===== src/design/idsc_pkg.sv =====
// idsc_pkg: field widths, walk-unit status type and calendar lookup functions
// for the inclusive date span counter; no dependencies
`default_nettype none

package idsc_pkg;

  localparam int unsigned YEAR_W  = 14;
  localparam int unsigned MONTH_W = 4;
  localparam int unsigned DAY_W   = 5;
  localparam int unsigned COUNT_W = 22;
  // absolute day numbers up to 16383 * 366 need 23 bits
  localparam int unsigned ACC_W   = 23;
  localparam int unsigned C100_W  = 7;
  localparam int unsigned C400_W  = 9;

  localparam logic [COUNT_W-1:0] COUNT_MAX = {COUNT_W{1'b1}};
  localparam logic [8:0]         DAYS_YEAR = 9'd365;

  typedef struct packed {
    logic [YEAR_W-1:0] year;
    logic              leap;
    logic [ACC_W-1:0]  acc;
  } walk_t;

  // days in all months before month m of one year
  function automatic logic [8:0] days_before(input logic [MONTH_W-1:0] m,
                                             input logic leap);
    logic [8:0] n;
    case (m)
      4'd1:    n = 9'd0;
      4'd2:    n = 9'd31;
      4'd3:    n = 9'd59;
      4'd4:    n = 9'd90;
      4'd5:    n = 9'd120;
      4'd6:    n = 9'd151;
      4'd7:    n = 9'd181;
      4'd8:    n = 9'd212;
      4'd9:    n = 9'd243;
      4'd10:   n = 9'd273;
      4'd11:   n = 9'd304;
      4'd12:   n = 9'd334;
      default: n = 9'd0;
    endcase
    if (leap && m > 4'd2 && m < 4'd13) n = n + 9'd1;
    return n;
  endfunction

  // month length, zero for a month code that names no month
  function automatic logic [DAY_W-1:0] month_len(input logic [MONTH_W-1:0] m,
                                                 input logic leap);
    logic [DAY_W-1:0] n;
    case (m)
      4'd1, 4'd3, 4'd5, 4'd7, 4'd8, 4'd10, 4'd12: n = 5'd31;
      4'd4, 4'd6, 4'd9, 4'd11:                    n = 5'd30;
      4'd2:    n = leap ? 5'd29 : 5'd28;
      default: n = 5'd0;
    endcase
    return n;
  endfunction

endpackage

`default_nettype wire


===== src/design/idsc_year_walk.sv =====
// idsc_year_walk: shared year stepping unit, keeps the current year, its
// residues mod 100 and 400, and the days of all years before it; uses idsc_pkg
`default_nettype none

module idsc_year_walk (
  input  wire logic          clk_i,
  input  wire logic          rst_ni,
  input  wire logic          clear_i,
  input  wire logic          step_i,
  output idsc_pkg::walk_t    walk_o
);
  import idsc_pkg::*;

  logic [YEAR_W-1:0] year_q, year_d;
  logic [C100_W-1:0] c100_q, c100_d;
  logic [C400_W-1:0] c400_q, c400_d;
  logic [ACC_W-1:0]  acc_q, acc_d;
  logic              leap;

  assign leap = (c400_q == '0) || ((year_q[1:0] == 2'b00) && (c100_q != '0));

  always_comb begin
    year_d = year_q;
    c100_d = c100_q;
    c400_d = c400_q;
    acc_d  = acc_q;
    if (clear_i) begin
      // walk starts at year one with nothing before it
      year_d = YEAR_W'(1);
      c100_d = C100_W'(1);
      c400_d = C400_W'(1);
      acc_d  = '0;
    end else if (step_i) begin
      year_d = year_q + YEAR_W'(1);
      c100_d = (c100_q == C100_W'(99))  ? '0 : c100_q + C100_W'(1);
      c400_d = (c400_q == C400_W'(399)) ? '0 : c400_q + C400_W'(1);
      acc_d  = acc_q + ACC_W'(DAYS_YEAR) + ACC_W'(leap);
    end
  end

  always_ff @(posedge clk_i or negedge rst_ni) begin
    if (!rst_ni) begin
      year_q <= YEAR_W'(1);
      c100_q <= C100_W'(1);
      c400_q <= C400_W'(1);
      acc_q  <= '0;
    end else begin
      year_q <= year_d;
      c100_q <= c100_d;
      c400_q <= c400_d;
      acc_q  <= acc_d;
    end
  end

  assign walk_o = {year_q, leap, acc_q};

endmodule

`default_nettype wire


===== src/design/inclusive_date_span_counter.sv =====
// an accepted beat clears the year walk, which steps from year one up to the later
// year, then the result loads once the output is free; when either year is out of
// range the beat goes straight to the result. One request at a time: the next beat
// can be taken in the cycle after the result loads; a new beat is taken as soon as
// the walk is free, also while a result waits
// reset: asynchronous active-low, block idle with no result pending
`default_nettype none

module inclusive_date_span_counter #(
  parameter int unsigned YEAR_MAX = 9999
) (
  input  wire logic                          clk_i,
  input  wire logic                          rst_ni,
  input  wire logic                          in_valid_i,
  output logic                               in_stall_o,
  input  wire logic [idsc_pkg::YEAR_W-1:0]   first_year_i,
  input  wire logic [idsc_pkg::MONTH_W-1:0]  first_month_i,
  input  wire logic [idsc_pkg::DAY_W-1:0]    first_day_i,
  input  wire logic [idsc_pkg::YEAR_W-1:0]   last_year_i,
  input  wire logic [idsc_pkg::MONTH_W-1:0]  last_month_i,
  input  wire logic [idsc_pkg::DAY_W-1:0]    last_day_i,
  output logic                               out_valid_o,
  input  wire logic                          out_stall_i,
  output logic [idsc_pkg::COUNT_W-1:0]       day_count_o,
  output logic                               bad_input_o
);
  import idsc_pkg::*;

  localparam logic [1:0] ST_IDLE = 2'd0;
  localparam logic [1:0] ST_WALK = 2'd1;
  localparam logic [1:0] ST_DONE = 2'd2;

  logic [1:0] state_q, state_d;

  logic [YEAR_W-1:0]  sy_q, ey_q, ymax_q;
  logic [MONTH_W-1:0] sm_q, em_q;
  logic [DAY_W-1:0]   sd_q, ed_q;
  logic [ACC_W-1:0]   a_q, b_q;
  logic               s_ok_q, e_ok_q;

  logic               out_valid_q;
  logic [COUNT_W-1:0] count_q;
  logic               bad_q;

  logic    in_acc, out_free, walk_clear, walk_step;
  logic    s_yr_ok, e_yr_ok;
  walk_t   walk;
  logic [ACC_W:0]   diff;
  logic [ACC_W-1:0] span;

  idsc_year_walk u_walk (
    .clk_i   (clk_i),
    .rst_ni  (rst_ni),
    .clear_i (walk_clear),
    .step_i  (walk_step),
    .walk_o  (walk)
  );

  assign in_stall_o = (state_q != ST_IDLE);
  assign in_acc     = in_valid_i && !in_stall_o;
  assign out_free   = !out_valid_q || !out_stall_i;

  assign s_yr_ok = (first_year_i != '0) && (32'(first_year_i) <= YEAR_MAX);
  assign e_yr_ok = (last_year_i != '0) && (32'(last_year_i) <= YEAR_MAX);

  assign walk_clear = in_acc;
  assign walk_step  = (state_q == ST_WALK) && (walk.year != ymax_q);

  // end day number minus start day number; top bit set when end < start
  assign diff = {1'b0, b_q} - {1'b0, a_q};
  assign span = diff[ACC_W-1:0] + ACC_W'(1);

  always_comb begin
    state_d = state_q;
    case (state_q)
      ST_IDLE: if (in_acc) state_d = (s_yr_ok && e_yr_ok) ? ST_WALK : ST_DONE;
      ST_WALK: if (walk.year == ymax_q) state_d = ST_DONE;
      ST_DONE: if (out_free) state_d = ST_IDLE;
      default: state_d = ST_IDLE;
    endcase
  end

  always_ff @(posedge clk_i or negedge rst_ni) begin
    if (!rst_ni) begin
      state_q     <= ST_IDLE;
      out_valid_q <= 1'b0;
    end else begin
      state_q <= state_d;
      if (state_q == ST_DONE && out_free) out_valid_q <= 1'b1;
      else if (!out_stall_i)              out_valid_q <= 1'b0;
    end
  end

  always_ff @(posedge clk_i) begin
    if (in_acc) begin
      sy_q   <= first_year_i;
      sm_q   <= first_month_i;
      sd_q   <= first_day_i;
      ey_q   <= last_year_i;
      em_q   <= last_month_i;
      ed_q   <= last_day_i;
      ymax_q <= (first_year_i > last_year_i) ? first_year_i : last_year_i;
      s_ok_q <= 1'b0;
      e_ok_q <= 1'b0;
    end else if (state_q == ST_WALK) begin
      // capture each date as the walk passes its year
      if (walk.year == sy_q) begin
        a_q    <= walk.acc + ACC_W'(days_before(sm_q, walk.leap)) + ACC_W'(sd_q);
        s_ok_q <= (sd_q != '0) && (sd_q <= month_len(sm_q, walk.leap));
      end
      if (walk.year == ey_q) begin
        b_q    <= walk.acc + ACC_W'(days_before(em_q, walk.leap)) + ACC_W'(ed_q);
        e_ok_q <= (ed_q != '0) && (ed_q <= month_len(em_q, walk.leap));
      end
    end
    if (state_q == ST_DONE && out_free) begin
      if (!s_ok_q || !e_ok_q || diff[ACC_W]) begin
        count_q <= '0;
        bad_q   <= 1'b1;
      end else begin
        count_q <= (span > ACC_W'(COUNT_MAX)) ? COUNT_MAX : span[COUNT_W-1:0];
        bad_q   <= 1'b0;
      end
    end
  end

  assign out_valid_o = out_valid_q;
  assign day_count_o = count_q;
  assign bad_input_o = bad_q;

  // walk never runs past the later year
  a_walk_bound: assert property (@(posedge clk_i) disable iff (!rst_ni)
    (state_q == ST_WALK) |-> (walk.year <= ymax_q))
    else $error("year walk passed its end year");

  // a flagged result carries a zero count, a good one a nonzero count
  a_bad_zero: assert property (@(posedge clk_i) disable iff (!rst_ni)
    out_valid_o |-> (bad_input_o == (day_count_o == '0)))
    else $error("count and flag disagree");

  // result register only loads when the previous beat has left
  a_no_overwrite: assert property (@(posedge clk_i) disable iff (!rst_ni)
    (out_valid_q && out_stall_i) |=> ($stable(count_q) && $stable(bad_q)))
    else $error("pending result overwritten");

  // input is only taken when the walk is free
  a_accept_idle: assert property (@(posedge clk_i) disable iff (!rst_ni)
    in_acc |=> (state_q == ST_WALK || state_q == ST_DONE))
    else $error("accepted beat did not start a request");

endmodule

`default_nettype wire

===== config.mk =====
export PLATFORM = sky130hd
export DESIGN_NAME = inclusive_date_span_counter
export DESIGN_NICKNAME = d
export VERILOG_FILES = /design/src/design/idsc_pkg.sv /design/src/design/idsc_year_walk.sv /design/src/design/inclusive_date_span_counter.sv
export SDC_FILE = /design/constraint.sdc
export NUM_CORES = 1
export LEC_CHECK = 0
export ABC_CLOCK_PERIOD_IN_PS = 4510
export BUFFER_PORTS_ARGS = -buffer_cell sky130_fd_sc_hd__buf_2
export CAP_MARGIN = 20
export CORE_MARGIN = 1
export CORE_UTILIZATION = 40
export DETAILED_ROUTE_END_ITERATION = 16
export SYNTH_ARGS = -nofsm -noshare
export SYNTH_HDL_FRONTEND = slang
export SYNTH_SLANG_ARGS = --single-unit

===== constraint.sdc =====
create_clock -name clk_i -period 4.51 [get_ports clk_i]
set_clock_uncertainty 0.2 [all_clocks]
set_input_delay 0.2255 -clock clk_i [delete_from_list [all_inputs] [get_ports clk_i]]
set_output_delay 0.2255 -clock clk_i [all_outputs]
set_load 0.02 [all_outputs]

==> PnR_summary.wiki <==
{| class="wikitable"
! Metric !! Value
|-
| Worst Hold Slack || 0.161 ns
|-
| Clock period minus final worst setup slack || 4.32 ns
|-
| Register bit count reported by yosys || 205
|-
| Die width || 185 um
|-
| Total congestion overflow after global routing || 0
|-
| Number of antenna-violating nets in the routed design || 0
|-
| Number of H-tree branching levels || 1
|-
| VDD IR-drop max || 0.000321 V
|-
| Number of global-route vias before repair || 10,100
|-
| Relative max-transition margin || 41.8%
|-
| Most common cell after layout, fill and taps aside || edfxtp_1
|-
| Die Y || 185 um
|-
| Number of top-level pins || 75
|-
| Worst Path Required || 4.57 ns
|-
| Final cell area excluding filler cells || 0.0162 sq mm
|-
| Final Hold Viols || 0
|-
| Placed Cells incl. Taps || 1,901
|-
| First-iteration detailed-routing DRC count || 568
|-
| Area of the core || 0.0328 sq mm
|-
| Total of endpoints with negative setup slack in the final report || 0
|-
| Fraction of synthesis flops using an asynchronous set or reset pin || 27.3%
|-
| Fill cell count || 3,048
|-
| Global-route usage over all layers || 17.5%
|-
| Via/cell ratio || 5.09
|-
| Post-DP HPWL || 21.5 mm
|-
| Sink Count || 205
|-
| First-pass GRT wire length || 48.8 mm
|-
| CP max-delay cell || dfstp_2
|-
| Maximum achievable frequency || 0.232 GHz
|-
| Syn Inst Count || 1,368
|-
| Synth-to-layout area growth || 20.7%
|-
| Arrival time of the worst setup path || 4.38 ns
|-
| Number of buffers between clock root and the deepest sink || 3
|-
| Commonest non-fill, non-tap cells in the layout || 129 x edfxtp_1, 122 x nand2_1, 109 x nor2_1
|-
| Cell area after synthesis || 0.0134 sq mm
|-
| Worst path bufs/invs || 4
|-
| Final-report max-slew violation count || 0
|-
| Total power || 0.00831 W
|-
| Cell area reported after detailed placement || 0.0147 sq mm
|-
| Number of nets in the synthesized netlist || 1,532
|-
| Mean area per synthesized cell || 9.79 sq um
|-
| Number of iterations in the first detailed-routing pass || 5
|-
| PwrDens || 514 mW/mm^2
|-
| Final #Nets || 1,701
|-
| Count of different cell masters after synthesis || 73
|-
| Leading register cell type out of synthesis || edfxtp_1
|-
| Number of enable flip-flop cells after synthesis || 129
|-
| Pin count of the biggest net entering global routing || 59
|-
| Placer's final routability congestion estimate || 0.806
|-
| Number of max-cap violations || 0
|-
| Final clock period utilization by the worst path || 95.8%
|-
| IO buf count || 74
|-
| Standard-cell rows || 66
|-
| Initial core utilization || 40.9%
|-
| CP startpoint kind || register
|-
| Antenna violations before repair || 0
|-
| Yosys Warn Count || 0
|-
| Master cell of the clock root buffer || clkbuf_16
|-
| Sequential fraction of the synthesis area || 42.4%
|-
| Area enclosed by the die boundary || 0.0342 sq mm
|-
| TritonCTS clock tree || built
|-
| Critical path start-end classification || reg -> reg
|-
| Post-route insts no fill || 1,998
|-
| Total via count in the routed design || 10,200
|-
| Worst Slack Setup Final || 0.191 ns
|-
| Final routed wirelength across all metal layers || 28.9 mm
|-
| Dominant cell type by count on the critical path || a21oi_2
|-
| Static Leakage || 7.00 nW
|-
| Type of destination of the critical path || register
|-
| Clock latency on the worst-skew pair || 0.54 ns
|-
| ANT cells || 0
|-
| Setup slack after placement || -0.146 ns
|-
| Dominant delay contributor by cell family on the critical path || adder cells
|-
| Hold crit path type || in -> async
|-
| Outcome || completed
|-
| Fraction of final layout cells sized beyond drive strength 1 || 16.7%
|-
| Worst Path Max Fanout || 5
|-
| Post-DR wirelength/cell || 14.5 um
|-
| Clock-pin slew on the worst setup and hold paths || 0.06 ns
|-
| Maximum cell stage delay along the critical path || 0.53 ns
|-
| DRC violation count after routing || 0
|-
| Cell-by-cell trace of the critical path || inv_1, ha_1, and3_4, a21oi_2, buf_6, nor3_2, buf_4, mux2i_1, fa_1, inv_1, ha_1, fa_2, a21o_1, a21oi_2, o21bai_1, a21oi_2, o21bai_2, a21o_1, nand3_2, nor2_1, xor2_1
|-
| CTS Buf Count || 25
|-
| Worst Tran Pin Value || 0.873 ns
|}
what timing repair did:
action	in CTS	in global routing
hold buffers	49	0
resized for setup	9	37
setup buffers	0	2
pin swaps	0	21
setup endpoints to repair	15	26
hold endpoints to repair	124	0
stage by stage:
stage	setup TNS [ns]	utilization, %
finish	0	49.3
global placement	-0.0938	44.8
detailed placement	-0.552	44.8
global route	-0.00194	49.3
CTS	0	48.8
floorplan	0	-
flip-flops by register name, summed over array words and instances, names as in the netlist, 2 cells and up, named ones only:
name	flops
sm_q	4
u_walk.c100_q	7
ymax_q	14
em_q	4
sd_q	5
sy_q	14
u_walk.c400_q	9
ed_q	5
ey_q	14
a_q	23
day_count_o	22
state_q	2
b_q	23
u_walk.year_q	14
u_walk.acc_q	23
layer usage:
layer	global-route usage [%]	part of all wire (%)
met1	22.3	46
met2	31.1	49
met3	2.10	3.0
met4	4.30	2.0
met5	0	0
cell type report:
| class | count | area [sq um] | share of cell area [%] |
|---|---|---|---|
| inverters | 99 | 374 | 2.31 |
| repair buffers | 199 | 1460 | 8.99 |
| clock buffers | 30 | 654 | 4.04 |
| multi-input cells | 1007 | 7320 | 45.2 |
| well taps | 442 | 553 | 3.42 |
| flip-flops and latches | 205 | 5680 | 35.1 |
| clock inverters | 16 | 143 | 0.882 |
cell families after synthesis:
group | Yosys count | synth area share [%]
AND/OR/NAND/NOR | 478 | 17.5
AO/OA/AOI/OAI | 233 | 11.9
flip-flops | 205 | 42.4
buffers and inverters | 156 | 4.58
XOR/XNOR | 149 | 9.74
adder cells (fa/ha/maj) | 114 | 11.4
multiplexers | 33 | 2.61
report_power, final:
group | switching, W | total (W) | internal [W]
combinational | 0.00191 | 0.00357 | 0.00166
sequential | 0.000260 | 0.00281 | 0.00255
clock | 0.000786 | 0.00194 | 0.00115
path summary, 6_finish.rpt:
path | startpoint | endpoint | slack (ns) | cells after the start
setup / recovery | u_walk.c400_q[0] | b_q[19] | 0.19 | 21
hold / removal | rst_ni | out_valid_o | 0.16 | 3
setup reg to reg | u_walk.c400_q[0] | b_q[19] | 0.19 | 21
hold reg to reg | out_valid_o | out_valid_o | 0.32 | 2
max in group asynchronous | rst_ni | u_walk.c400_q[8] | 3.44 | 3
min in group clk_i | last_day_i[1] | ed_q[1] | 0.20 | 2
cell usage after synthesis, types with 4 or more instances:
library cell | n | area, sq um
a211o_1 | 5 | 43.8
a211oi_1 | 8 | 60.1
a211oi_2 | 7 | 87.6
a21o_1 | 18 | 135
a21oi_1 | 67 | 335
a31oi_1 | 6 | 37.5
and2_1 | 12 | 75.1
and3_1 | 24 | 150
buf_1 | 4 | 15.0
buf_2 | 4 | 20.0
clkbuf_1 | 46 | 173
dfrtp_1 | 53 | 1330
dfxtp_1 | 20 | 400
edfxtp_1 | 129 | 3870
fa_1 | 13 | 260
ha_1 | 101 | 1260
inv_1 | 97 | 364
mux2_2 | 15 | 169
mux2i_1 | 18 | 180
nand2_1 | 124 | 465
nand2b_1 | 11 | 68.8
nand3_1 | 56 | 280
nand4_1 | 39 | 244
nor2_1 | 111 | 417
nor2b_1 | 14 | 87.6
nor3_1 | 36 | 180
nor3b_1 | 4 | 30.0
nor4_1 | 17 | 106
o2111ai_1 | 6 | 52.6
o211a_1 | 11 | 110
o211ai_1 | 5 | 37.5
o21a_1 | 10 | 75.1
o21ai_0 | 40 | 200
o21ai_1 | 4 | 20.0
o21bai_1 | 7 | 52.6
o31ai_1 | 12 | 90.1
or3_1 | 12 | 75.1
or4_1 | 4 | 30.0
xnor2_1 | 88 | 771
xor2_1 | 61 | 534
tightest hold or removal path: stages:
cell and delay [ns]:
dlygate4sd3_1 0.52, buf_2 0.09, buf_4 0.55
Power figures use the tool's default switching activity.
